### src/hdl/ehd_pkg.sv
// Shared constants, types and register codes for the error-diffusion halftone core.
// No dependencies; compiled first.
package ehd_pkg;

    // Geometry and number format
    localparam int MAX_WIDTH    = 1024;
    localparam int MAX_CHANNELS = 3;
    localparam int FRAC_BITS    = 8;
    localparam int ERR_BITS     = FRAC_BITS + 10;

    // Fixed field widths
    localparam int SAMPLE_W   = 8;
    localparam int SAMPLE_MAX = 255;
    localparam int LW_W       = 11;
    localparam int NCH_W      = 2;
    localparam int CFG_W      = LW_W;
    localparam int CFG_IDX_W  = 1;

    // Counter and index widths
    localparam int COL_W = (MAX_WIDTH > 1) ? $clog2(MAX_WIDTH) : 1;
    localparam int CH_IW = (MAX_CHANNELS > 1) ? $clog2(MAX_CHANNELS) : 1;

    // Register reset values
    localparam int LW_RESET  = 512;
    localparam int NCH_RESET = 1;

    // Diffusion weights, in sixteenths
    localparam int         SHARE_SHIFT = 4;
    localparam logic [2:0] W_RIGHT     = 3'd7;
    localparam logic [2:0] W_DIAG_L    = 3'd3;
    localparam logic [2:0] W_BELOW     = 3'd5;
    localparam logic [2:0] W_DIAG_R    = 3'd1;

    // Front-to-back queue
    localparam int QDEPTH = 4;
    localparam int QPTR_W = $clog2(QDEPTH);

    typedef enum logic [CFG_IDX_W-1:0] {
        REG_LINE_WIDTH = 1'b0,
        REG_CHANNELS   = 1'b1
    } t_cfg_idx;

    // One classified sample, front to back
    typedef struct packed {
        logic [SAMPLE_W-1:0] sample;
        logic                frame_start;
        logic                first_row;
        logic                last_col;
        logic [COL_W-1:0]    col;
        logic [CH_IW-1:0]    ch;
    } t_op;

endpackage

### src/hdl/ehd_queue.sv
// Short FIFO of classified samples between the front end and the diffusion back end.
// Depends on ehd_pkg.
module ehd_queue (
    input  logic         i_clk,
    input  logic         i_rst_n,
    input  logic         i_push,
    input  ehd_pkg::t_op i_op,
    output logic         o_full,
    input  logic         i_pop,
    output logic         o_vld,
    output ehd_pkg::t_op o_head
);
    import ehd_pkg::*;

    t_op               r_mem [QDEPTH];
    logic [QPTR_W-1:0] r_wr_ptr;
    logic [QPTR_W-1:0] r_rd_ptr;
    logic [QPTR_W:0]   r_count;

    function automatic logic [QPTR_W-1:0] bump(input logic [QPTR_W-1:0] p);
        return (p == QPTR_W'(QDEPTH - 1)) ? '0 : p + QPTR_W'(1);
    endfunction

    assign o_full = (r_count == (QPTR_W + 1)'(QDEPTH));
    assign o_vld  = (r_count != '0);
    assign o_head = r_mem[r_rd_ptr];

    always_ff @(posedge i_clk) begin
        if (i_push) begin
            r_mem[r_wr_ptr] <= i_op;
        end
    end

    always_ff @(posedge i_clk) begin
        if (!i_rst_n) begin
            r_wr_ptr <= '0;
            r_rd_ptr <= '0;
            r_count  <= '0;
        end else begin
            if (i_push) r_wr_ptr <= bump(r_wr_ptr);
            if (i_pop)  r_rd_ptr <= bump(r_rd_ptr);
            if (i_push && !i_pop) begin
                r_count <= r_count + (QPTR_W + 1)'(1);
            end else if (!i_push && i_pop) begin
                r_count <= r_count - (QPTR_W + 1)'(1);
            end
        end
    end

endmodule

### config.mk
export PLATFORM = sky130hd
export DESIGN_NAME = ehd_queue
export DESIGN_NICKNAME = d
export VERILOG_FILES = /design/src/hdl/ehd_pkg.sv /design/src/hdl/ehd_queue.sv
export SDC_FILE = /design/constraint.sdc
export NUM_CORES = 1
export LEC_CHECK = 0
export BUFFER_PORTS_ARGS = -buffer_cell sky130_fd_sc_hd__buf_2
export CAP_MARGIN = 25
export CORE_MARGIN = 4
export CORE_UTILIZATION = 47
export CTS_CLUSTER_DIAMETER = 80
export CTS_CLUSTER_SIZE = 12
export DETAILED_ROUTE_END_ITERATION = 6
export PLACE_DENSITY = 0.77
export SLEW_MARGIN = 20
export SYNTH_ARGS = -nofsm -noshare
export SYNTH_HDL_FRONTEND = slang
export SYNTH_SLANG_ARGS = --single-unit
### constraint.sdc
create_clock -name i_clk -period 4.6 [get_ports i_clk]
set_input_delay 0.46 -clock i_clk [delete_from_list [all_inputs] [get_ports i_clk]]
set_output_delay 0.46 -clock i_clk [all_outputs]
set_load 0.05 [all_outputs]
Yosys cells after proc, flatten, opt, wreduce, memory -nomap -nowiden
Memories as Yosys holds them, arrays and structs flattened. A register that Yosys moved wholly into a read port is not among the register bits. Index checks and enable logic that the tools add are counted.

Flip-flop bits (word level): 7. Bits in writable memories: 92. Input port bits: 27. Output and inout bits: 25. Memories: 1.

Memories: r_mem (words 4, width 23, read ports 1, clocked after memory_dff 1, write ports 1, line ehd_queue.sv:15) `t_op r_mem [QDEPTH];`.

$add $sub $neg: 4. Eq/ne operators: 3. Mux-type cells: 8. Reductions and logical operators: 6.

Operators by type and width (number): 2-bit 2-to-1 mux (4); 3-bit 2-to-1 mux (2); 2-bit by 1-bit adder with 2-bit output (second input constant) (2); 2-bit == test (second input constant) (2); 3-bit by 1-bit adder with 3-bit output (second input constant) (1); 3-bit == test (second input constant) (1); 3-bit nonzero test (1); 3-bit by 1-bit subtractor with 3-bit output (second input constant) (1); 1-bit logical AND (2); 1-bit logical NOT (2); 1-bit 2-to-1 mux (2); 2-bit nonzero test (1).

Depth between registers and ports, before layout
Gate-level depths: netlist of the first run.

Word-level depth: 4. Depth in mapped cells: 7.

Worst setup path before layout of the first run
Ideal clock, no wire load.

Path kind: reg-to-output. From: register r_count[0]. To: output o_full. Arrival: 1.498 ns. Required time: 4.140 ns. Setup slack: 2.642 ns. Stages on the path, launching flop included: 2. Buffers on the path: 0. Path through: dfxtp_1 > nor3b_1.

Cells in the longest elaborated chain, start to end: 1.

Ends and longest elaborated chain: start: declaration (line ehd_queue.sv:18) `logic [QPTR_W:0] r_count;`; start signal: assignment (line ehd_queue.sv:43) `r_count <= r_count + (QPTR_W + 1)'(1);`; start signal: assignment (line ehd_queue.sv:45) `r_count <= r_count - (QPTR_W + 1)'(1);`; 3-bit == test (line ehd_queue.sv:24) `assign o_full = (r_count == (QPTR_W + 1)'(QDEPTH));`; end: declaration (line ehd_queue.sv:8) `output logic o_full,`.

No other way between the ends.

==> impl_metrics.tcl, run 1 <==
set metrics [dict create \
    mostFrequentLayoutCells "92 x edfxtp_1, 51 x buf_2, 20 x mux4_2" \
    cts_sinks 101 \
    vdd_ir_drop_max_uv 167.9 \
    synth_nets 198 \
    wire_per_inst_um 18.75 \
    maxSlewViolCount 0 \
    die_h_um 98.07 \
    holdBufCountCts 0 \
    htreeDepth 3 \
    cp_num_buf_inv 1 \
    synthArstFlopShare_pct 0 \
    hp-start "i_op[9]" \
    grtUsageTotal_pct 13.95 \
    place.gp.congestion 0.6504 \
    drc_errors 0 \
    start_kind "flop" \
    ys_ff_latch 101 \
    core.rowCount 32 \
    crit_slowest_cell "dfxtp_2" \
    area_growth_pct 14.21 \
    cts_resized 0 \
    cts_tree "yes" \
    grt_max_degree 24 \
    cts_inserted_buffers 9 \
    grt_antenna_before_repair 0 \
    holdWs_ns 0.3098 \
    synth_ff_type "edfxtp_1" \
    firstDrtPassIters 6 \
    yosysSeqAreaShare_pct 77.19 \
    crit_arrival_ns 2.12 \
    io_buffers 51 \
    post-cts-setup-buffers 0 \
    hold_viol 0 \
    num_vias 1739 \
    synth-edff-count 92 \
    critical-path-top-delay-family "flip-flops" \
    powerDensity_mw_per_mm2 421.2 \
    diodes 0 \
    path_clk_slew_ns 0.10 \
    run_status "completed" \
    io_pins 52 \
    end_kind "output pin" \
    grt_pass1_vias 1834 \
    layout_commonest_cell "edfxtp_1" \
    die_width_um 98.07 \
    timing.fmax_ghz 0.3874 \
    rsz0062_at_grt "no" \
    tightest_slew_ns 0.8099 \
    drive_gt1_share_pct 40.26 \
    required_ns 4.14 \
    synthCells 164 \
    maxSlewHeadroom_pct 46.01 \
    cap_violations 0 \
    period_minus_slack_ns 2.582 \
    fin_crit_sh_pct 56.12 \
    clk_latency_ns 0.35 \
    ant_nets 0 \
    tns_ns 0 \
    ys.warnings.count 0 \
    cp_max_fo 23 \
    hp-class "primary input to flop" \
    setup_viol 0 \
    cp_slowest_stage_delay_ns 0.87 \
    drt-total-wl_um 6243 \
    dieArea_mm2 0.009617 \
    grt_pass1_wl_um 9929 \
    coreArea_mm2 0.007807 \
    nNetsFinal 260 \
    p_leak_uw 0.001505 \
    skew_ns 0.008392 \
    grt_overflow 0 \
    synth_cell_types 22 \
    drt-initial-drc-count 79 \
    r2r-start "r_wr_ptr[0]" \
    cts-root-buf "clkbuf_8" \
    path_cells "mux4_1, buf_2" \
    crit_type "flop to output pin" \
    dp_hpwl_um 4069 \
    start_util_pct 48.83 \
    clock_path_buffers 2 \
    synth_area_mm2 0.003812 \
    avgSynthCellArea_um2 23.25 \
    drt-vias-per-instance 5.222 \
]
[logic make-up (layout without fill, tap and decap cells)]
group	Yosys count	count (layout)	synth area share (%)
flops	101	101	77.19
buf+inv	9	76	2.002
compound gates	3	3	0.5251
fa+ha+maj	7	7	2.494
simple gates	15	15	2.396
mux	27	27	14.93
xor+xnor	2	2	0.4596
[area by class of cell]
class | instances | area (um2)
clock buffers | 9 | 123.9
clock inverters | 7 | 50.05
fillers | 603 | 3453
inverters | 4 | 15.01
multi-input cells | 54 | 793.3
flip-flops and latches | 101 | 2944
well taps | 102 | 127.6
repair buffers | 56 | 300.3
[metal layers]
layer / global-route usage, % / up-vias / wire length (um)
li1: - / 793 / -
met1: 17.63 / 890 / 2659
met2: 22.67 / 45 / 3120
met3: 3.714 / 11 / 344
met4: 6.390 / 0 / 118
met5: 0 / - / 0
[where the power goes]
part | total (uW) | leakage, uW | switching, uW | internal (uW)
Clock | 493 | 0.0000816 | 295 | 197
Sequential | 1070 | 0.000920 | 26.0 | 1050
Combinational | 268 | 0.000504 | 180 | 87.6
[metrics by stage]
stage / area, um2 / setup slack, ns / utilization [%] / total power (uW) / cells
2_1_floorplan: 3812 / 2.642 / - / 1296 / 164
3_3_place_gp: 4165 / 2.355 / 53.35 / 1360 / 316
3_5_place_dp: 4180 / 2.345 / 53.54 / 1368 / 317
4_1_cts: 4354 / 1.940 / 55.77 / 1849 / 333
5_1_grt: 4354 / 1.869 / 55.77 / 1912 / 333
6_report: 4354 / 2.018 / 55.77 / 1834 / 333
[synthesized netlist by cell type (2+ instances only)]
library cell | count | area [um2]
buf_2 | 2 | 10.01
buf_12 | 2 | 40.04
inv_1 | 4 | 15.01
ha_1 | 6 | 75.07
mux4_2 | 20 | 450.4
edfxtp_1 | 92 | 2763
dfxtp_1 | 9 | 180.2
and2_1 | 5 | 31.28
or3_1 | 2 | 12.51
mux2i_1 | 4 | 40.04
mux4_1 | 3 | 78.83
nor2b_1 | 5 | 31.28
[flip-flops by register name (all words and copies together), names as in the netlist, named ones only]
register and flops:
r_rd_ptr 2, r_mem 92, r_count 3, r_wr_ptr 2
[worst paths after layout]
check	slack, ns	cells past startpoint	endpoint
max reg2reg	2.83	4	r_mem[0][12]
min	0.31	1	r_mem[2][9]
min reg2reg	0.51	2	r_count[2]
max	2.02	2	o_head[14]
Note: power is estimated with default switching activity, not from simulation.
==> run 2: changes to the inputs <==
--- a/config.mk
+++ b/config.mk
@@ -5,6 +5,7 @@
 export SDC_FILE = /design/constraint.sdc
 export NUM_CORES = 1
 export LEC_CHECK = 0
+export ABC_AREA = 1
 export BUFFER_PORTS_ARGS = -buffer_cell sky130_fd_sc_hd__buf_2
 export CAP_MARGIN = 25
 export CORE_MARGIN = 4
==> constraint.sdc (replaced) <==
create_clock -name i_clk -period 2.6 [get_ports i_clk]
set_input_delay 0.26 -clock i_clk [delete_from_list [all_inputs] [get_ports i_clk]]
set_output_delay 0.26 -clock i_clk [all_outputs]
set_load 0.05 [all_outputs]
==> impl_metrics.tcl, run 2 <==
set metrics [dict create \
    synth_ff_type "edfxtp_1" \
    synth_top_area_share_pct 70.97 \
    ys.warnings.count 0 \
    die_width_um 99.01 \
    layout_commonest_cell "edfxtp_1" \
    num_vias 2305 \
    path_cells "buf_4, o21ai_0, o22ai_1, buf_2" \
    ff_latch_area_mm2 0.002944 \
    reg_top3 "r_mem (92), r_count (3)" \
    synth.most_common_cell "edfxtp_1" \
    power_uw 3434 \
    mostFrequentLayoutCells "92 x edfxtp_1, 55 x nor2_1, 51 x buf_2" \
    required_ns 2.34 \
    synth_nets 316 \
    drc_errors 0 \
    core.rowCount 32 \
    timing.fmax_ghz 0.4379 \
    grt_max_degree 47 \
    cp_slowest_stage_delay_ns 0.77 \
    synthArstFlopShare_pct 0 \
    synth_area_leaders "edfxtp_1 71%, nor2_1 5.3%, dfxtp_1 4.6%, o21ai_0 3.9%, o22ai_1 3.7%" \
    skew_ns 0.007282 \
    post-cts-setup-buffers 0 \
    start_kind "flop" \
    p_leak_uw 0.001639 \
    fillCellCount 630 \
    powerDensity_mw_per_mm2 777.0 \
    drive_gt1_share_pct 21.35 \
    io_pins 52 \
    path_clk_slew_ns 0.09 \
    rr_worst_depth 4 \
    io_buffers 51 \
    end_kind "output pin" \
    coreArea_mm2 0.007888 \
    drt-vias-per-instance 5.191 \
    drt-total-wl_um 7269 \
    cts-root-buf "clkbuf_8" \
    rsz0062_at_grt "no" \
    multi_input_area_um2 774.5 \
    clk_latency_ns 0.35 \
    diodes 0 \
    cap_violations 0 \
    yosysSeqAreaShare_pct 75.60 \
    synth_area_mm2 0.003892 \
    tns_ns 0 \
    cp_max_fo 36 \
    largest_register "r_mem" \
    rrSetupSlack_ns 0.87 \
    start_util_pct 49.35 \
    die_h_um 99.01 \
    cts_inserted_buffers 9 \
    reg2reg_to "r_mem[3][11]" \
    nNetsFinal 371 \
    drt-initial-drc-count 160 \
    r2r-start "r_wr_ptr[0]" \
    avgSynthCellArea_um2 13.80 \
    largest_reg_flops 92 \
    ys_top_cells_by_count "92 x edfxtp_1, 55 x nor2_1, 30 x o21ai_0" \
    crit_arrival_ns 2.02 \
    ant_nets 0 \
    cp-endpoint "o_head[18]" \
    place.gp.congestion 0.7527 \
    setup_viol 0 \
    cts_resized 0 \
    holdWs_ns 0.1182 \
    grt_antenna_before_repair 0 \
    vdd_ir_drop_max_uv 427.6 \
    firstDrtPassIters 4 \
    hp-class "primary input to flop" \
    hold_viol 0 \
    grt_pass1_vias 2304 \
    wire_per_inst_um 16.37 \
    period_minus_slack_ns 2.283 \
    maxSlewViolCount 0 \
    synthCells 282 \
    grtUsageTotal_pct 15.25 \
    crit_type "flop to output pin" \
    grt_pass1_wl_um 11510 \
    maxSlewHeadroom_pct 54.02 \
    dieArea_mm2 0.009802 \
    tightest_slew_ns 0.6897 \
    ys_ff_latch 101 \
    fin_crit_sh_pct 87.82 \
    synth_cell_types 21 \
    synth-edff-count 92 \
    crit_slowest_cell "dfxtp_2" \
    htreeDepth 3 \
    area_growth_pct 13.53 \
    synth_top_area_cell "edfxtp_1" \
    cts_sinks 101 \
    run_status "completed" \
    clock_path_buffers 2 \
    grt_overflow 0 \
    holdBufCountCts 0 \
    cts_tree "yes" \
    dp_hpwl_um 4617 \
]
run 2: changes by cell type in the layout (fill, tap and decap cells not counted), moves of 3 or more:
cell        previous run  this run
nor2_1                 1        55
o22ai_1                0        23
mux2i_1                4         0
clkinvlp_4             3         0
o21ai_1                0        19
mux4_2                20         0
mux4_1                 3         0
a21oi_1                0         3
o21ai_0                1        30
nand2_1                0         9
and2_1                 5         0
nor2b_1                5         0
inv_1                  4        14
run 2: power breakdown:
| group | internal [uW] | total (uW) | switching, uW |
|---|---|---|---|
| registers | 1850 | 1890 | 42.5 |
| logic | 128 | 530 | 402 |
| clock network | 533 | 1010 | 480 |
| total | 2510 | 3430 | 924 |
run 2: worst min path at each step:
stage	startpoint	endpoint	cells after the start
2_1_floorplan	i_op[0]	r_mem[0][0]	0
3_3_place_gp	i_op[14]	r_mem[0][14]	1
3_5_place_dp	i_op[20]	r_mem[1][20]	1
4_1_cts	i_op[20]	r_mem[1][20]	1
5_1_grt	i_op[20]	r_mem[0][20]	1
6_report	i_op[20]	r_mem[1][20]	1
run 2: cells by family (layout without fill, tap and decap cells):
group / count (synthesis) / in the layout / synth area share, %
AO/OA/AOI/OAI: 75 / 75 / 10.38
buffers and inverters: 29 / 89 / 4.500
AND/OR/NAND/NOR: 69 / 69 / 6.847
adder cells (fa/ha/maj): 7 / 7 / 2.443
flip-flops: 101 / 101 / 75.60
XOR/XNOR: 1 / 1 / 0.2250
run 2: layout make-up:
cell class,count,share of cell area (%)
Sequential cell,101,66.62
Multi-Input combinational cell,152,17.53
Timing Repair Buffer,57,6.795
Clock buffer,10,2.888
Tap cell,102,2.888
Clock inverter,6,1.755
Inverter,16,1.529
run 2: layer usage:
metal  track usage [%]  share of wire, %
met5                 0                 0
met4             5.357               1.1
met3             4.671               6.2
met2             25.67                52
met1             18.62                41
run 2: metrics by stage:
stage          std cells  worst slack, ns  instance area (um2)  util (%)
2_1_floorplan        282           0.8950                 3892         -
3_3_place_gp         428           0.7575                 4214     53.43
3_5_place_dp         428           0.7066                 4214     53.43
4_1_cts              444           0.3045                 4419     56.03
5_1_grt              444           0.1980                 4419     56.03
6_report             444           0.3166                 4419     56.03
run 2: critical path: cells and delay by family, from the launching register on:
| family | cells | cell delay [ns] |
|---|---|---|
| flops | 1 | 0.77 |
| buf+inv | 2 | 0.59 |
| compound gates | 2 | 0.28 |
==> run 3: changes to the inputs <==
==> constraint.sdc (replaced) <==
create_clock -name i_clk -period 2.68 [get_ports i_clk]
set_input_delay 0.536 -clock i_clk [delete_from_list [all_inputs] [get_ports i_clk]]
set_output_delay 0.536 -clock i_clk [all_outputs]
set_load 0.05 [all_outputs]
==> impl_metrics.tcl, run 3 (same netlist as run 2, synthesis figures left out) <==
set metrics [dict create \
    run_status "completed" \
    required_ns 2.14 \
    tightest_slew_ns 0.4842 \
    crit_arrival_ns 1.92 \
    p_leak_uw 0.001639 \
    core.rowCount 32 \
    rsz0062_at_grt "no" \
    wire_per_inst_um 16.17 \
    top_usage_layer "met2" \
    largest_reg_flops 92 \
    coreArea_mm2 0.007888 \
    clock_path_buffers 2 \
    dieArea_mm2 0.009802 \
    maxSlewHeadroom_pct 67.68 \
    fin_crit_sh_pct 91.81 \
    drc_errors 0 \
    mostFrequentLayoutCells "92 x edfxtp_1, 55 x nor2_1, 51 x buf_2" \
    tns_ns 0 \
    clk_latency_ns 0.37 \
    htreeDepth 3 \
    grt_antenna_before_repair 1 \
    rrSetupSlack_ns 1.30 \
    fillCellCount 643 \
    place.gp.congestion 0.6950 \
    end_kind "output pin" \
    drive_gt1_share_pct 21.64 \
    drt-vias-per-instance 5.248 \
    vdd_ir_drop_max_uv 376.3 \
    die_h_um 99.01 \
    period_minus_slack_ns 2.460 \
    start_util_pct 49.35 \
    powerDensity_mw_per_mm2 760.1 \
    firstDrtPassIters 4 \
    io_pins 52 \
    min_to "r_mem[1][20]" \
    min_path_cells 1 \
    cp_slowest_stage_delay_ns 0.47 \
    dp_hpwl_um 4304 \
    skew_ns 0.007701 \
    reg_top3 "r_mem (92), r_count (3)" \
    grt_util_met1_pct 18.63 \
    cp_max_fo 23 \
    path_cells "inv_2, o21ai_0, o22ai_1, buf_2" \
    cap_violations 0 \
    area_growth_pct 13.79 \
    ant_nets 0 \
    diodes 0 \
    maxSlewViolCount 0 \
    reg2reg_to "r_mem[3][3]" \
    grt_max_degree 47 \
    grtUsageTotal_pct 15.33 \
    start_kind "flop" \
    post-cts-setup-buffers 0 \
    cts_sinks 101 \
    gr-usage-met3_pct 5.096 \
    setup_viol 0 \
    power_uw 3366 \
    die_width_um 99.01 \
    hp-start "i_op[20]" \
    holdBufCountCts 0 \
    nNetsFinal 371 \
    grt_pass1_vias 2293 \
    cts-root-buf "clkbuf_8" \
    largest_register "r_mem" \
    timing.fmax_ghz 0.4064 \
    grt_pass1_wl_um 11360 \
    rr_worst_depth 4 \
    hp-class "primary input to flop" \
    grt_overflow 0 \
    grt_util_met2_pct 25.21 \
    crit_slowest_cell "dfxtp_1" \
    cts_tree "yes" \
    num_vias 2330 \
    crit_type "flop to output pin" \
    path_clk_slew_ns 0.10 \
    drt-initial-drc-count 144 \
    io_buffers 51 \
    drt-total-wl_um 7179 \
    cts_inserted_buffers 9 \
    hold_viol 0 \
    r2r-start "r_wr_ptr[0]" \
    layout_commonest_cell "edfxtp_1" \
]
==> run 3: cell count changes in the layout (fill, tap and decap cells not counted), sizes merged <==
cell      before  now
clkinv         4    3
inv           16   17
clkinvlp       0    1
clkbuf        10    9
==> run 3: where the power goes <==
group | switching (uW) | total, uW | internal (uW)
Clock | 500 | 1020 | 521
Sequential | 39.5 | 1830 | 1790
Combinational | 389 | 513 | 125
==> run 3: metal layers <==
layer	wire length, um	share of wire (%)
met1	2970	41
met2	3627	51
met3	453	6.3
met4	113	1.6
met5	13	0.18
==> run 3: what timing repair did <==
item	CTS	global route
resized for setup	0	1
endpoints found under the hold margin	0	0
endpoints found under the setup margin	0	5
==> run 3: metrics by stage <==
stage | util, % | cell area (um2) | std cells | hold WS [ns] | setup slack (ns)
final | 56.15 | 4429 | 444 | 0.3706 | 0.2195
after floorplan | - | 3892 | 282 | 0.4897 | 0.6990
after global routing | 56.15 | 4429 | 444 | 0.3578 | 0.03914
after global placement | 53.43 | 4214 | 428 | 0.5103 | 0.5694
after detailed placement | 53.43 | 4214 | 428 | 0.5337 | 0.5147
after CTS | 56.12 | 4427 | 444 | 0.3519 | 0.08846
==> run 3: how the worst max path moves through the flow <==
| stage | endpoint | cells after the start | start | slack, ns |
|---|---|---|---|---|
| final | o_head[5] | 4 | flop | 0.22 |
| after global routing | o_head[16] | 4 | flop | 0.04 |
| after CTS | o_head[18] | 4 | flop | 0.09 |
| after detailed placement | o_head[18] | 4 | flop | 0.51 |
| after global placement | o_head[9] | 4 | flop | 0.57 |
| after floorplan | o_head[0] | 4 | flop | 0.70 |
==> run 3: cell type report <==
cell class / count / area, um2 / area share, %
clock buffer: 9 / 123.9 / 2.797
multi-input combinational: 152 / 774.5 / 17.49
tap: 102 / 127.6 / 2.881
clock inverter: 7 / 88.84 / 2.006
inverter: 16 / 67.56 / 1.525
sequential: 101 / 2947 / 66.53
timing repair buffer: 57 / 300.3 / 6.780
==> run 3: worst max-delay path, delay by kind of cell, from the launching register on <==
kind	cells	cell delay (ns)
compound gates	2	0.38
buf+inv	2	0.71
flops	1	0.47
