**config.mk**
```make
export PLATFORM = sky130hd
export DESIGN_NAME = ehd_front_flat
export DESIGN_NICKNAME = d
export VERILOG_FILES = /design/src/hdl/ehd_pkg.sv /design/src/hdl/ehd_if.sv /design/src/hdl/ehd_front.sv /design/src/flat_wrapper.sv
export SDC_FILE = /design/constraint.sdc
export NUM_CORES = 1
export LEC_CHECK = 0
export BUFFER_PORTS_ARGS = -buffer_cell sky130_fd_sc_hd__buf_2
export CORE_MARGIN = 5
export CORE_UTILIZATION = 35
export DETAILED_ROUTE_END_ITERATION = 7
export GPL_TIMING_DRIVEN = 0
export PLACE_DENSITY_LB_ADDON = 0.15
export SYNTH_ARGS = -nofsm -noshare
export SYNTH_HDL_FRONTEND = slang
export SYNTH_SLANG_ARGS = --single-unit
export TNS_END_PERCENT = 50
```
**constraint.sdc**
```tcl
create_clock -name i_clk -period 6.7 [get_ports i_clk]
set_input_delay 1.34 -clock i_clk [delete_from_list [all_inputs] [get_ports i_clk]]
set_output_delay 1.34 -clock i_clk [all_outputs]
set_load 0.005 [all_outputs]
```
**src/hdl/ehd_pkg.sv**
```systemverilog
// Shared constants, types and register codes for the error-diffusion halftone core.
// No dependencies; compiled first.
package ehd_pkg;

    // Geometry and number format
    localparam int MAX_WIDTH    = 1024;
    localparam int MAX_CHANNELS = 3;
    localparam int FRAC_BITS    = 8;
    localparam int ERR_BITS     = FRAC_BITS + 10;

    // Fixed field widths
    localparam int SAMPLE_W   = 8;
    localparam int SAMPLE_MAX = 255;
    localparam int LW_W       = 11;
    localparam int NCH_W      = 2;
    localparam int CFG_W      = LW_W;
    localparam int CFG_IDX_W  = 1;

    // Counter and index widths
    localparam int COL_W = (MAX_WIDTH > 1) ? $clog2(MAX_WIDTH) : 1;
    localparam int CH_IW = (MAX_CHANNELS > 1) ? $clog2(MAX_CHANNELS) : 1;

    // Register reset values
    localparam int LW_RESET  = 512;
    localparam int NCH_RESET = 1;

    // Diffusion weights, in sixteenths
    localparam int         SHARE_SHIFT = 4;
    localparam logic [2:0] W_RIGHT     = 3'd7;
    localparam logic [2:0] W_DIAG_L    = 3'd3;
    localparam logic [2:0] W_BELOW     = 3'd5;
    localparam logic [2:0] W_DIAG_R    = 3'd1;

    // Front-to-back queue
    localparam int QDEPTH = 4;
    localparam int QPTR_W = $clog2(QDEPTH);

    typedef enum logic [CFG_IDX_W-1:0] {
        REG_LINE_WIDTH = 1'b0,
        REG_CHANNELS   = 1'b1
    } t_cfg_idx;

    // One classified sample, front to back
    typedef struct packed {
        logic [SAMPLE_W-1:0] sample;
        logic                frame_start;
        logic                first_row;
        logic                last_col;
        logic [COL_W-1:0]    col;
        logic [CH_IW-1:0]    ch;
    } t_op;

endpackage

```
**src/hdl/ehd_if.sv**
```systemverilog
// Stream interfaces for the halftone core: sample input and dot output.
// Depends on ehd_pkg.
interface ehd_in_if;
    import ehd_pkg::*;
    logic                valid;
    logic                ready;
    logic [SAMPLE_W-1:0] sample;
    logic                frame_start;

    modport source (output valid, output sample, output frame_start, input ready);
    modport sink   (input valid, input sample, input frame_start, output ready);
endinterface


```
**src/hdl/ehd_front.sv**
```systemverilog
// Front end: config registers, raster counters, and classification of each sample beat.
// Depends on ehd_pkg and ehd_if.
module ehd_front (
    input  logic                         i_clk,
    input  logic                         i_rst_n,
    ehd_in_if.sink                       i_in,
    input  logic                         i_cfg_we,
    input  logic [ehd_pkg::CFG_IDX_W-1:0] i_cfg_idx,
    input  logic [ehd_pkg::CFG_W-1:0]    i_cfg_data,
    input  logic                         i_q_full,
    output logic                         o_q_push,
    output ehd_pkg::t_op                 o_q_op
);
    import ehd_pkg::*;

    localparam int CMPW  = (COL_W + 1 > LW_W) ? COL_W + 1 : LW_W;
    localparam int NCMPW = 3;

    logic [LW_W-1:0]  r_line_width;
    logic [NCH_W-1:0] r_channels;
    logic [COL_W-1:0] r_col, n_col;
    logic [CH_IW-1:0] r_ch, n_ch;
    logic             r_first, n_first;

    logic [CMPW-1:0]  w_eff;
    logic [NCMPW-1:0] n_eff;
    logic [COL_W-1:0] col_cur;
    logic [CH_IW-1:0] ch_cur;
    logic             first_cur;
    logic             last_col;
    logic             last_ch;
    logic             accept;

    // config writes
    always_ff @(posedge i_clk) begin
        if (!i_rst_n) begin
            r_line_width <= LW_W'(LW_RESET);
            r_channels   <= NCH_W'(NCH_RESET);
        end else if (i_cfg_we) begin
            case (i_cfg_idx)
                REG_LINE_WIDTH: r_line_width <= i_cfg_data;
                REG_CHANNELS:   r_channels   <= i_cfg_data[NCH_W-1:0];
                default: ;
            endcase
        end
    end

    // effective limits: zero acts as one, oversize clamps
    always_comb begin
        if (r_line_width == '0) begin
            w_eff = CMPW'(1);
        end else if (CMPW'(r_line_width) > CMPW'(MAX_WIDTH)) begin
            w_eff = CMPW'(MAX_WIDTH);
        end else begin
            w_eff = CMPW'(r_line_width);
        end
        if (r_channels == '0) begin
            n_eff = NCMPW'(1);
        end else if (NCMPW'(r_channels) > NCMPW'(MAX_CHANNELS)) begin
            n_eff = NCMPW'(MAX_CHANNELS);
        end else begin
            n_eff = NCMPW'(r_channels);
        end
    end

    assign accept    = i_in.valid && i_in.ready;
    assign i_in.ready = !i_q_full;

    // frame start restarts the raster position before this beat is classified
    assign col_cur   = i_in.frame_start ? '0 : r_col;
    assign ch_cur    = i_in.frame_start ? '0 : r_ch;
    assign first_cur = i_in.frame_start ? 1'b1 : r_first;
    assign last_col  = (CMPW'(col_cur) + CMPW'(1)) >= w_eff;
    assign last_ch   = (NCMPW'(ch_cur) + NCMPW'(1)) >= n_eff;

    always_comb begin
        n_col   = col_cur;
        n_ch    = ch_cur + CH_IW'(1);
        n_first = first_cur;
        if (last_ch) begin
            n_ch = '0;
            if (last_col) begin
                n_col   = '0;
                n_first = 1'b0;
            end else begin
                n_col = col_cur + COL_W'(1);
            end
        end
    end

    always_ff @(posedge i_clk) begin
        if (!i_rst_n) begin
            r_col   <= '0;
            r_ch    <= '0;
            r_first <= 1'b1;
        end else if (accept) begin
            r_col   <= n_col;
            r_ch    <= n_ch;
            r_first <= n_first;
        end
    end

    assign o_q_push           = accept;
    assign o_q_op.sample      = i_in.sample;
    assign o_q_op.frame_start = i_in.frame_start;
    assign o_q_op.first_row   = first_cur;
    assign o_q_op.last_col    = last_col;
    assign o_q_op.col         = col_cur;
    assign o_q_op.ch          = ch_cur;

endmodule

```
**src/flat_wrapper.sv**
```systemverilog
// flat-port wrapper written by rule: the top's interface ports become plain ports
module ehd_front_flat import ehd_pkg::*;
  (i_clk, i_rst_n, i_cfg_we, i_cfg_idx, i_cfg_data, i_q_full, o_q_push, o_q_op, i_in_valid, i_in_sample, i_in_frame_start, i_in_ready);
  ehd_in_if i_in_i ();
  input  logic i_clk;
  input  logic i_rst_n;
  input  logic i_cfg_we;
  input  logic [ehd_pkg::CFG_IDX_W-1:0] i_cfg_idx;
  input  logic [ehd_pkg::CFG_W-1:0] i_cfg_data;
  input  logic i_q_full;
  output logic o_q_push;
  output ehd_pkg::t_op o_q_op;
  input wire logic [$bits(i_in_i.valid)-1:0] i_in_valid;
  input wire logic [$bits(i_in_i.sample)-1:0] i_in_sample;
  input wire logic [$bits(i_in_i.frame_start)-1:0] i_in_frame_start;
  output wire logic [$bits(i_in_i.ready)-1:0] i_in_ready;
  assign i_in_i.valid = i_in_valid;
  assign i_in_i.sample = i_in_sample;
  assign i_in_i.frame_start = i_in_frame_start;
  assign i_in_ready = i_in_i.ready;
  ehd_front u_core (.i_clk(i_clk), .i_rst_n(i_rst_n), .i_in(i_in_i), .i_cfg_we(i_cfg_we), .i_cfg_idx(i_cfg_idx), .i_cfg_data(i_cfg_data), .i_q_full(i_q_full), .o_q_push(o_q_push), .o_q_op(o_q_op));
endmodule
```
# == Word level (Yosys, flattened, before mapping) ==
# Index checks and enable logic that the tools add are counted.
# word_totals
ff_bits,26
inputBits,26
out_inout_bits,25
# classes
n_bitwise,1
magnitude_cmp,3
n_reduce_logical,6
muxes,11
add_sub_neg,4
# ops
cell,count
10-bit two-way mux,3
11-bit two-way mux,2
10-bit by 1-bit adder with 11-bit output (second input constant),1
11-bit greater-or-equal comparator,1
11-bit greater-than comparator (second input constant),1
11-bit logical NOT,1
10-bit by 1-bit adder with 10-bit output (second input constant),1
2-bit two-way mux,3
2-bit AND reduction,2
2-bit by 1-bit adder with 3-bit output (second input constant),1
3-bit by 2-bit greater-or-equal comparator with 1-bit output,1
1-bit two-way mux,3
2-bit by 1-bit adder with 2-bit output (second input constant),1
2-bit logical NOT,1
1-bit logical AND,1
1-bit logical NOT,1
1-bit inverter,1

# == Longest topological paths before layout ==
# Gate-level depths: netlist of the first run.
# depth
word_depth,6
mapped_depth,16

# == Worst setup path before layout of the first run ==
# No wires, ideal clock.
# synth_timing
path_kind,input-to-output
from,input i_in_frame_start
to,output o_q_op[12] (netlist bit)
stages,15
setup_slack_ps,1541
arrival_time_ps,3819
cell_sequence,clkbuf_1 -> buf_2 -> nor2b_1 -> ha_1 -> nand4b_2 -> or2_4 -> xnor2_1 -> ha_1 -> a21oi_1 -> o21ai_0 -> a31oi_1 -> and2_1 -> buf_2 -> inv_1 -> buf_4
# synth_lines
item,line_no,text
from (decl),flat_wrapper.sv:15,input wire logic [$bits(i_in_i.frame_start)-1:0] i_in_frame_start;
to (decl),flat_wrapper.sv:12,output ehd_pkg::t_op o_q_op;

# == Worst setup path in the final report of the first run ==
# layout_timing
from,input i_in_frame_start
to,output o_q_op[12] (netlist bit)
# layout_via
elab_chain_cells,3
# layout_lines
item,line_no,text
10-bit two-way mux,ehd_front.sv:70,assign col_cur = i_in.frame_start ? '0 : r_col;
10-bit by 1-bit adder with 11-bit output,ehd_front.sv:73,assign last_col = (CMPW'(col_cur) + CMPW'(1)) >= w_eff;
11-bit greater-or-equal comparator,ehd_front.sv:73,
# No other way between the ends.

==> metrics.txt, run 1 <==
biggest area consumer among synthesized cells=sky130_fd_sc_hd__dfxtp_1; classification of the worst-slack hold path=reg -> reg; HPWL after DPL=3330 microns; Period Utilization, post-route=just under 90%; Initial Utilization=a little over a third; number of hold violations in the final report=0; net switching power=0.0874 mW; buffer levels on the longest clock path=2; fill cell instance count of the final layout=roughly 540; syn_nets=roughly 270; fraction of synthesized cell area taken by the top area cell type=around 29%; post-route setup slack=roughly 0.83 ns; number of antenna cells inserted=0; TritonCTS Sinks=26; area of the die=between 6000 and 7000 sq um; H-Tree Depth=1; Setup Slack @ Placement=0.826 ns; first-pass iteration count of the detailed router=5; number of top-level pins=between 50 and 60; final number of max-transition violations=0; proportion of total power due to net switching=between 20% and 30%; post-detailed-routing wire length=between 4000 and 5000 microns; max-cap viol count=0; number of standard-cell rows in the floorplan=26; via-per-instance ratio=approximately 4.8; setup repair after global routing missed its margin=no; worst hold margin=~0.47 ns; clock buffer count from CTS=3; largest fanout on the critical path=10; outcome=completed; antenna violations before repair=0; Static Leakage=between 0.9 and 1 nW; Hold Path Stages=2; total of cells resized after clock tree synthesis=0; count of buffers from port buffering=41; total standard cell area after synthesis=between 1500 and 2000 sq um; vertical extent of the die=roughly 80 microns; global routing usage summed across all routing layers=around 14%; Worst setup EP type=output pin; layout overhead on the synthesized area=20.0%; Post-synth EDFFs=0; total power per unit cell area=161 nW/um^2; grt ovf=0; antenna-violating nets left=0; Data arrival, critical path=between 4 and 5 ns; layout cells sized above 1=approximately 25%; cell types with the largest area share after synthesis=sky130_fd_sc_hd__dfxtp_1, sky130_fd_sc_hd__ha_1, sky130_fd_sc_hd__nand2_1; total power after layout=between 0.3 and 0.4 mW; synthesized netlist cell count=approximately 230; vias in the first global route=between 1500 and 2000; last weighted congestion value of the routability-driven placer=approximately 0.78; worst slew pin tran=around 0.54 ns; insertion delay to the later sink of the worst-skew pair=between 0.2 and 0.3 ns; clock network fraction of design power=between 30 and 40%; number of storage elements in the synthesis netlist=26; time the worst path needs with I/O delays and setup=between 5 and 6 ns; internal power summed over all cells=approximately 0.26 mW; Worst Path Required=roughly 5.4 ns; iteration-0 DRC count of the detailed router=84; count of unique library cells instantiated by Yosys=41; setup TNS=0 ns; total number of yosys warnings=0; post-DR wirelength/cell=12.4 microns; logic gate share of total power=about 16%; mean area per synthesized cell=roughly 7.8 sq um; global-route wire length before repair=7220 microns; horizontal die dimension=around 80 microns; Async S/R FF share, synth=0%; Setup CP Type=in -> out; Root Buffer Master=sky130_fd_sc_hd__clkbuf_8; dominant register cell in the synthesized netlist=sky130_fd_sc_hd__dfxtp_1; Startpoint Class=input port; DRC Markers=0; clock slew at reported path FFs=0.10 ns; Core ar.=a little over 5000 sq um; final clock skew=between 0.005 and 0.006 ns; maximum number of pins on one net before global-route repair=16; clock tree from TritonCTS=done; NumNets Final=320; number of hold-repair buffers added at the cts stage=0; r2r worst-path depth=13; # Post-CTS Setup Buffers=0; Flop pwr share=a little under half; Seq/Total Area, Yosys=between 20% and 30%; vias=1655; worst-case headroom to the max-slew limit=64.0%; highest attainable clock frequency=around 170 MHz; worst ir drop on vdd=around 0.11 mV; Finish-stage setup viols=0
==> layout make-up <==
cell class | count | area, sq um | share of cell area [%]
Buffer | 21 | 123 | 5.61
Clock buffer | 3 | 41.3 | 1.89
Clock inverter | 1 | 30.0 | 1.37
Inverter | 10 | 37.5 | 1.72
Multi-Input combinational cell | 176 | 1140 | 52.2
Sequential cell | 26 | 520 | 23.8
Tap cell | 70 | 87.6 | 4.01
Timing Repair Buffer | 41 | 205 | 9.39
==> Yosys cell counts (2+ instances only) <==
master,n
sky130_fd_sc_hd__clkinv_1,2
sky130_fd_sc_hd__nor2b_1,13
sky130_fd_sc_hd__o21ai_0,8
sky130_fd_sc_hd__xor2_1,4
sky130_fd_sc_hd__nand2_1,43
sky130_fd_sc_hd__buf_2,2
sky130_fd_sc_hd__a32o_1,7
sky130_fd_sc_hd__inv_1,8
sky130_fd_sc_hd__a31oi_1,4
sky130_fd_sc_hd__nor2_1,16
sky130_fd_sc_hd__clkbuf_1,8
sky130_fd_sc_hd__ha_1,14
sky130_fd_sc_hd__nor3_1,4
sky130_fd_sc_hd__nand2b_1,5
sky130_fd_sc_hd__xnor2_1,3
sky130_fd_sc_hd__o22ai_1,2
sky130_fd_sc_hd__mux2_2,4
sky130_fd_sc_hd__nand3_1,10
sky130_fd_sc_hd__buf_4,11
sky130_fd_sc_hd__a21oi_1,7
sky130_fd_sc_hd__dfxtp_1,26
sky130_fd_sc_hd__a21boi_0,12
sky130_fd_sc_hd__and2_1,2
==> power groups by stage <==
stage | Clock (mW) | Sequential, mW | Combinational, mW
after global routing | 0.143 | 0.164 | 0.0642
final | 0.134 | 0.163 | 0.0553
after floorplan | 0 | 0.166 | 0.0368
after CTS | 0.136 | 0.163 | 0.0565
after detailed placement | 0 | 0.167 | 0.0558
after global placement | 0 | 0.167 | 0.0555
==> sequential cells by signal (all words and copies together), names as in the netlist <==
register             cells
u_core.r_channels        2
u_core.r_line_width     11
u_core.r_col            10
u_core.r_first           1
u_core.r_ch              2
==> path summary, 6_finish.rpt <==
path / from / to / slack (ns)
worst max-delay path: i_in_frame_start / o_q_op[12] / 0.83
worst max register to register: u_core.r_col[0] / u_core.r_first / 3.63
worst min register to register: u_core.r_ch[1] / u_core.r_ch[1] / 0.47
worst min-delay path: u_core.r_ch[1] / u_core.r_ch[1] / 0.47
==> cell usage in the layout (no fill, tap or decap), types with 3 or more instances in the layout <==
master                      n
sky130_fd_sc_hd__nand2_1   43
sky130_fd_sc_hd__buf_2     43
sky130_fd_sc_hd__dfxtp_1   26
sky130_fd_sc_hd__nor2_1    16
sky130_fd_sc_hd__ha_1      14
sky130_fd_sc_hd__nor2b_1   13
sky130_fd_sc_hd__a21boi_0  12
sky130_fd_sc_hd__buf_4     11
sky130_fd_sc_hd__nand3_1   10
sky130_fd_sc_hd__inv_1      8
sky130_fd_sc_hd__clkbuf_1   8
sky130_fd_sc_hd__o21ai_0    8
sky130_fd_sc_hd__a21oi_1    7
sky130_fd_sc_hd__a32o_1     7
sky130_fd_sc_hd__nand2b_1   5
sky130_fd_sc_hd__nor3_1     4
sky130_fd_sc_hd__xor2_1     4
sky130_fd_sc_hd__a31oi_1    4
sky130_fd_sc_hd__mux2_2     4
sky130_fd_sc_hd__xnor2_1    3
sky130_fd_sc_hd__clkbuf_8   3
==> metrics by stage <==
step,area [sq um],std cells,utilization [%]
2_1_floorplan,1820,233,-
6_report,2180,348,43.0
5_1_grt,2180,348,43.0
3_3_place_gp,2110,344,41.6
3_5_place_dp,2110,344,41.6
4_1_cts,2180,348,43.0
==> worst max-delay path, stage by stage <==
cell                       delay (ns)
sky130_fd_sc_hd__buf_2           0.13
sky130_fd_sc_hd__clkbuf_1        0.25
sky130_fd_sc_hd__buf_2           0.28
sky130_fd_sc_hd__nor2b_1         0.21
sky130_fd_sc_hd__ha_1            0.24
sky130_fd_sc_hd__nand4b_2        0.20
sky130_fd_sc_hd__or2_4           0.32
sky130_fd_sc_hd__xnor2_1         0.12
sky130_fd_sc_hd__ha_1            0.31
sky130_fd_sc_hd__a21oi_1         0.12
sky130_fd_sc_hd__o21ai_0         0.11
sky130_fd_sc_hd__a31oi_1         0.19
sky130_fd_sc_hd__and2_1          0.14
sky130_fd_sc_hd__buf_2           0.19
sky130_fd_sc_hd__inv_1           0.11
sky130_fd_sc_hd__buf_4           0.14
sky130_fd_sc_hd__buf_2           0.11
==> routing by layer <==
metal  wire [microns]  track usage, %
met1             2190            20.0
met3              292            2.28
met5                0               0
met4               47            3.99
met2             1780            20.4
==> logic make-up after synthesis <==
family	synth area share, %
buffers and inverters	8.80
xor gates and xnor gates	3.37
muxes	3.30
AOI/OAI and AO/OA	18.1
adders and majority gates	10.7
and+or+nand+nor	27.1
DFF	28.6
Note: power is estimated with default switching activity, not from simulation.
==> run 2, diff against run 1 <==
- MAX_ROUTING_LAYER: not set -> met4
- SKIP_LAST_GASP: not set -> 1
==> run 2 against run 1 <==
Sequential cell count is the same. Power shrank 0.18%. Highest routed layer unchanged. Register-to-register slack is essentially flat. Hold slack is essentially flat. Sequential share of layout area is the same. Non-clock buffer count is the same. First-iteration DRC count shrank 11%. Clock-buffer cell count is the same. Critical path type unchanged. Fmax shrank 0.11%. Sequential power is essentially flat. Critical endpoint unchanged. Global-route usage grew 0.38 points.
==> metrics.txt, run 2 (synthesis results as in run 1) <==
outcome=completed; clock buffer count from CTS=3 (unchanged); post-route setup slack=0.826 ns (-0.00641 ns); highest-count cells in the layout ignoring fill and taps=sky130_fd_sc_hd__nand2_1, sky130_fd_sc_hd__buf_2, sky130_fd_sc_hd__dfxtp_1; Data arrival, critical path=4.53 ns (about the same); vias=1657 (+0.12%); Seq. cell area=520 sq um (unchanged); count of buffers from port buffering=41 (unchanged); number of hold violations in the final report=0 (unchanged); capturing point of the worst reg2reg path=u_core.r_first; global-route wire length before repair=7210 microns (about the same); max-cap viol count=0 (unchanged); end point of the critical path=o_q_op[12]; time the worst path needs with I/O delays and setup=5.87 ns (+0.00641 ns); Period Utilization, post-route=87.7% (+0.096 points); layout overhead on the synthesized area=20.0% (unchanged); total of cells resized after clock tree synthesis=0 (unchanged); vias in the first global route=1540 (+0.13%); r2r worst-path depth=13 (unchanged); Slowest Stage Delay on Critical Path=0.32 ns (about the same); DRC Markers=0 (unchanged); setup repair after global routing missed its margin=no; worst-case headroom to the max-slew limit=63.9% (about the same); Layout Utilization=43.0% (unchanged); TritonCTS Sinks=26 (unchanged); clock network fraction of design power=37.8% (-0.2 points); NumNets Final=320 (unchanged); Worst Path Required=5.36 ns (about the same); horizontal die dimension=82.1 microns (unchanged); post-detailed-routing wire length=4310 microns (about the same); Hold Path Stages=2 (unchanged); global routing usage summed across all routing layers=14.0% (+0.38 points); post-DR wirelength/cell=12.4 microns (about the same); insertion delay to the later sink of the worst-skew pair=0.27 ns (about the same); antenna-violating nets left=0 (unchanged); HPWL after DPL=3330 microns (unchanged); clock tree from TritonCTS=done; flip-flop count of the largest register after layout=11 (unchanged); count of placed standard cells in the final layout, fillers left out=348 (unchanged); highest attainable clock frequency=170 MHz (-0.11%); total power per unit cell area=161 nW/um^2 (-0.18%); worst slew pin tran=0.541 ns (+0.000310 ns); largest fanout on the critical path=10 (unchanged); largest registers=u_core.r_line_width: 11 flops, u_core.r_col: 10 flops; worst hold margin=0.470 ns (-0.000321 ns); clock slew at reported path FFs=0.10 ns (about the same); Initial Utilization=35.9% (unchanged); net switching power=0.0868 mW (-0.69%); logic gate share of total power=15.7% (about the same); grt ovf=0 (unchanged); layout cells sized above 1=24.8% (unchanged); final number of max-transition violations=0 (unchanged); Static Leakage=0.986 nW (unchanged); last weighted congestion value of the routability-driven placer=0.794 (+1.4%); via-per-instance ratio=4.76 (+0.12%); number of standard-cell rows in the floorplan=26 (unchanged); Root Buffer Master=sky130_fd_sc_hd__clkbuf_8; number of top-level pins=51 (unchanged); iteration-0 DRC count of the detailed router=75 (-11%); number of hold-repair buffers added at the cts stage=0 (unchanged); reg-to-reg startpoint=u_core.r_col[0]; classification of the worst-slack hold path=reg -> reg; total power after layout=0.352 mW (-0.18%); Register-to-Register Setup Slack=3.63 ns (about the same); first-pass iteration count of the detailed router=4 (-1); vertical extent of the die=82.1 microns (unchanged); H-Tree Depth=1 (unchanged); Finish-stage setup viols=0 (unchanged); proportion of total power due to net switching=24.7% (-0.13 points); fill cell instance count of the final layout=538 (unchanged); antenna violations before repair=0 (unchanged); placed cell area=2110 sq um (unchanged); maximum number of pins on one net before global-route repair=16 (unchanged); number of antenna cells inserted=0 (unchanged); final clock skew=0.00346 ns (-0.00230 ns); internal power summed over all cells=0.265 mW (about the same); setup TNS=0 ns (unchanged); dominant cell type by count on the critical path=sky130_fd_sc_hd__buf_2; Setup Slack @ Placement=0.826 ns (unchanged); worst ir drop on vdd=0.108 mV (-0.51%); origin of the worst setup path=i_in_frame_start; Multi-input gate area=1140 sq um (unchanged); buffer levels on the longest clock path=2 (unchanged); critical path cell sequence=buf_2, clkbuf_1, buf_2, nor2b_1, ha_1, nand4b_2, or2_4, xnor2_1, ha_1, a21oi_1, o21ai_0, a31oi_1, and2_1, buf_2, inv_1, buf_4, buf_2; placed instance count=344 (unchanged); # Post-CTS Setup Buffers=0 (unchanged); Setup CP Type=in -> out; Startpoint Class=input port; slowest cell on the critical path=sky130_fd_sc_hd__or2_4; Flop pwr share=46.4% (about the same); Core ar.=5070 sq um (unchanged); post-route cell area=2180 sq um (unchanged); area of the die=6740 sq um (unchanged); register ranked first by flip-flop count=u_core.r_line_width; Worst setup EP type=output pin
-- run 2: cell counts in the layout (fill, tap and decap cells not counted) --
No cell type changed its count.
-- run 2: layer usage --
| layer | global-route usage (%) | part of all wire, % |
|---|---|---|
| met3 | 2.17 | 6.8 |
| met1 | 20.1 | 51 |
| met4 | 3.99 | 1.1 |
| met2 | 20.4 | 41 |
| met5 | - | 0 |
-- run 2: area by class of cell --
type                       instances  area share, %
buffer                            21           5.61
multi-input combinational        176           52.2
inverter                          10           1.72
clock buffer                       3           1.89
timing repair buffer              41           9.39
sequential                        26           23.8
tap                               70           4.01
clock inverter                     1           1.37
-- run 2: how the worst min path moves through the flow --
stage	startpoint	to	slack, ns
final	u_core.r_ch[1]	u_core.r_ch[1]	0.47
after global routing	u_core.r_ch[1]	u_core.r_ch[1]	0.51
after CTS	u_core.r_ch[1]	u_core.r_ch[1]	0.47
after detailed placement	u_core.r_ch[1]	u_core.r_ch[1]	0.46
after global placement	u_core.r_ch[1]	u_core.r_ch[1]	0.45
after floorplan	u_core.r_channels[0]	u_core.r_channels[0]	0.43
-- run 2: worst max-delay path, delay by kind of cell --
kind / cells / cell delay [ns]
AND/OR/NAND/NOR: 4 / 0.87
buffers and inverters: 7 / 1.20
adder cells (fa/ha/maj): 2 / 0.55
XOR/XNOR: 1 / 0.12
AO/OA/AOI/OAI: 3 / 0.42
-- run 2: power groups by stage --
stage	Sequential (mW)	Clock (mW)	Combinational (mW)
2_1_floorplan	0.166	0	0.0368
3_3_place_gp	0.167	0	0.0555
3_5_place_dp	0.167	0	0.0558
4_1_cts	0.163	0.136	0.0565
5_1_grt	0.164	0.143	0.0642
6_report	0.163	0.133	0.0553
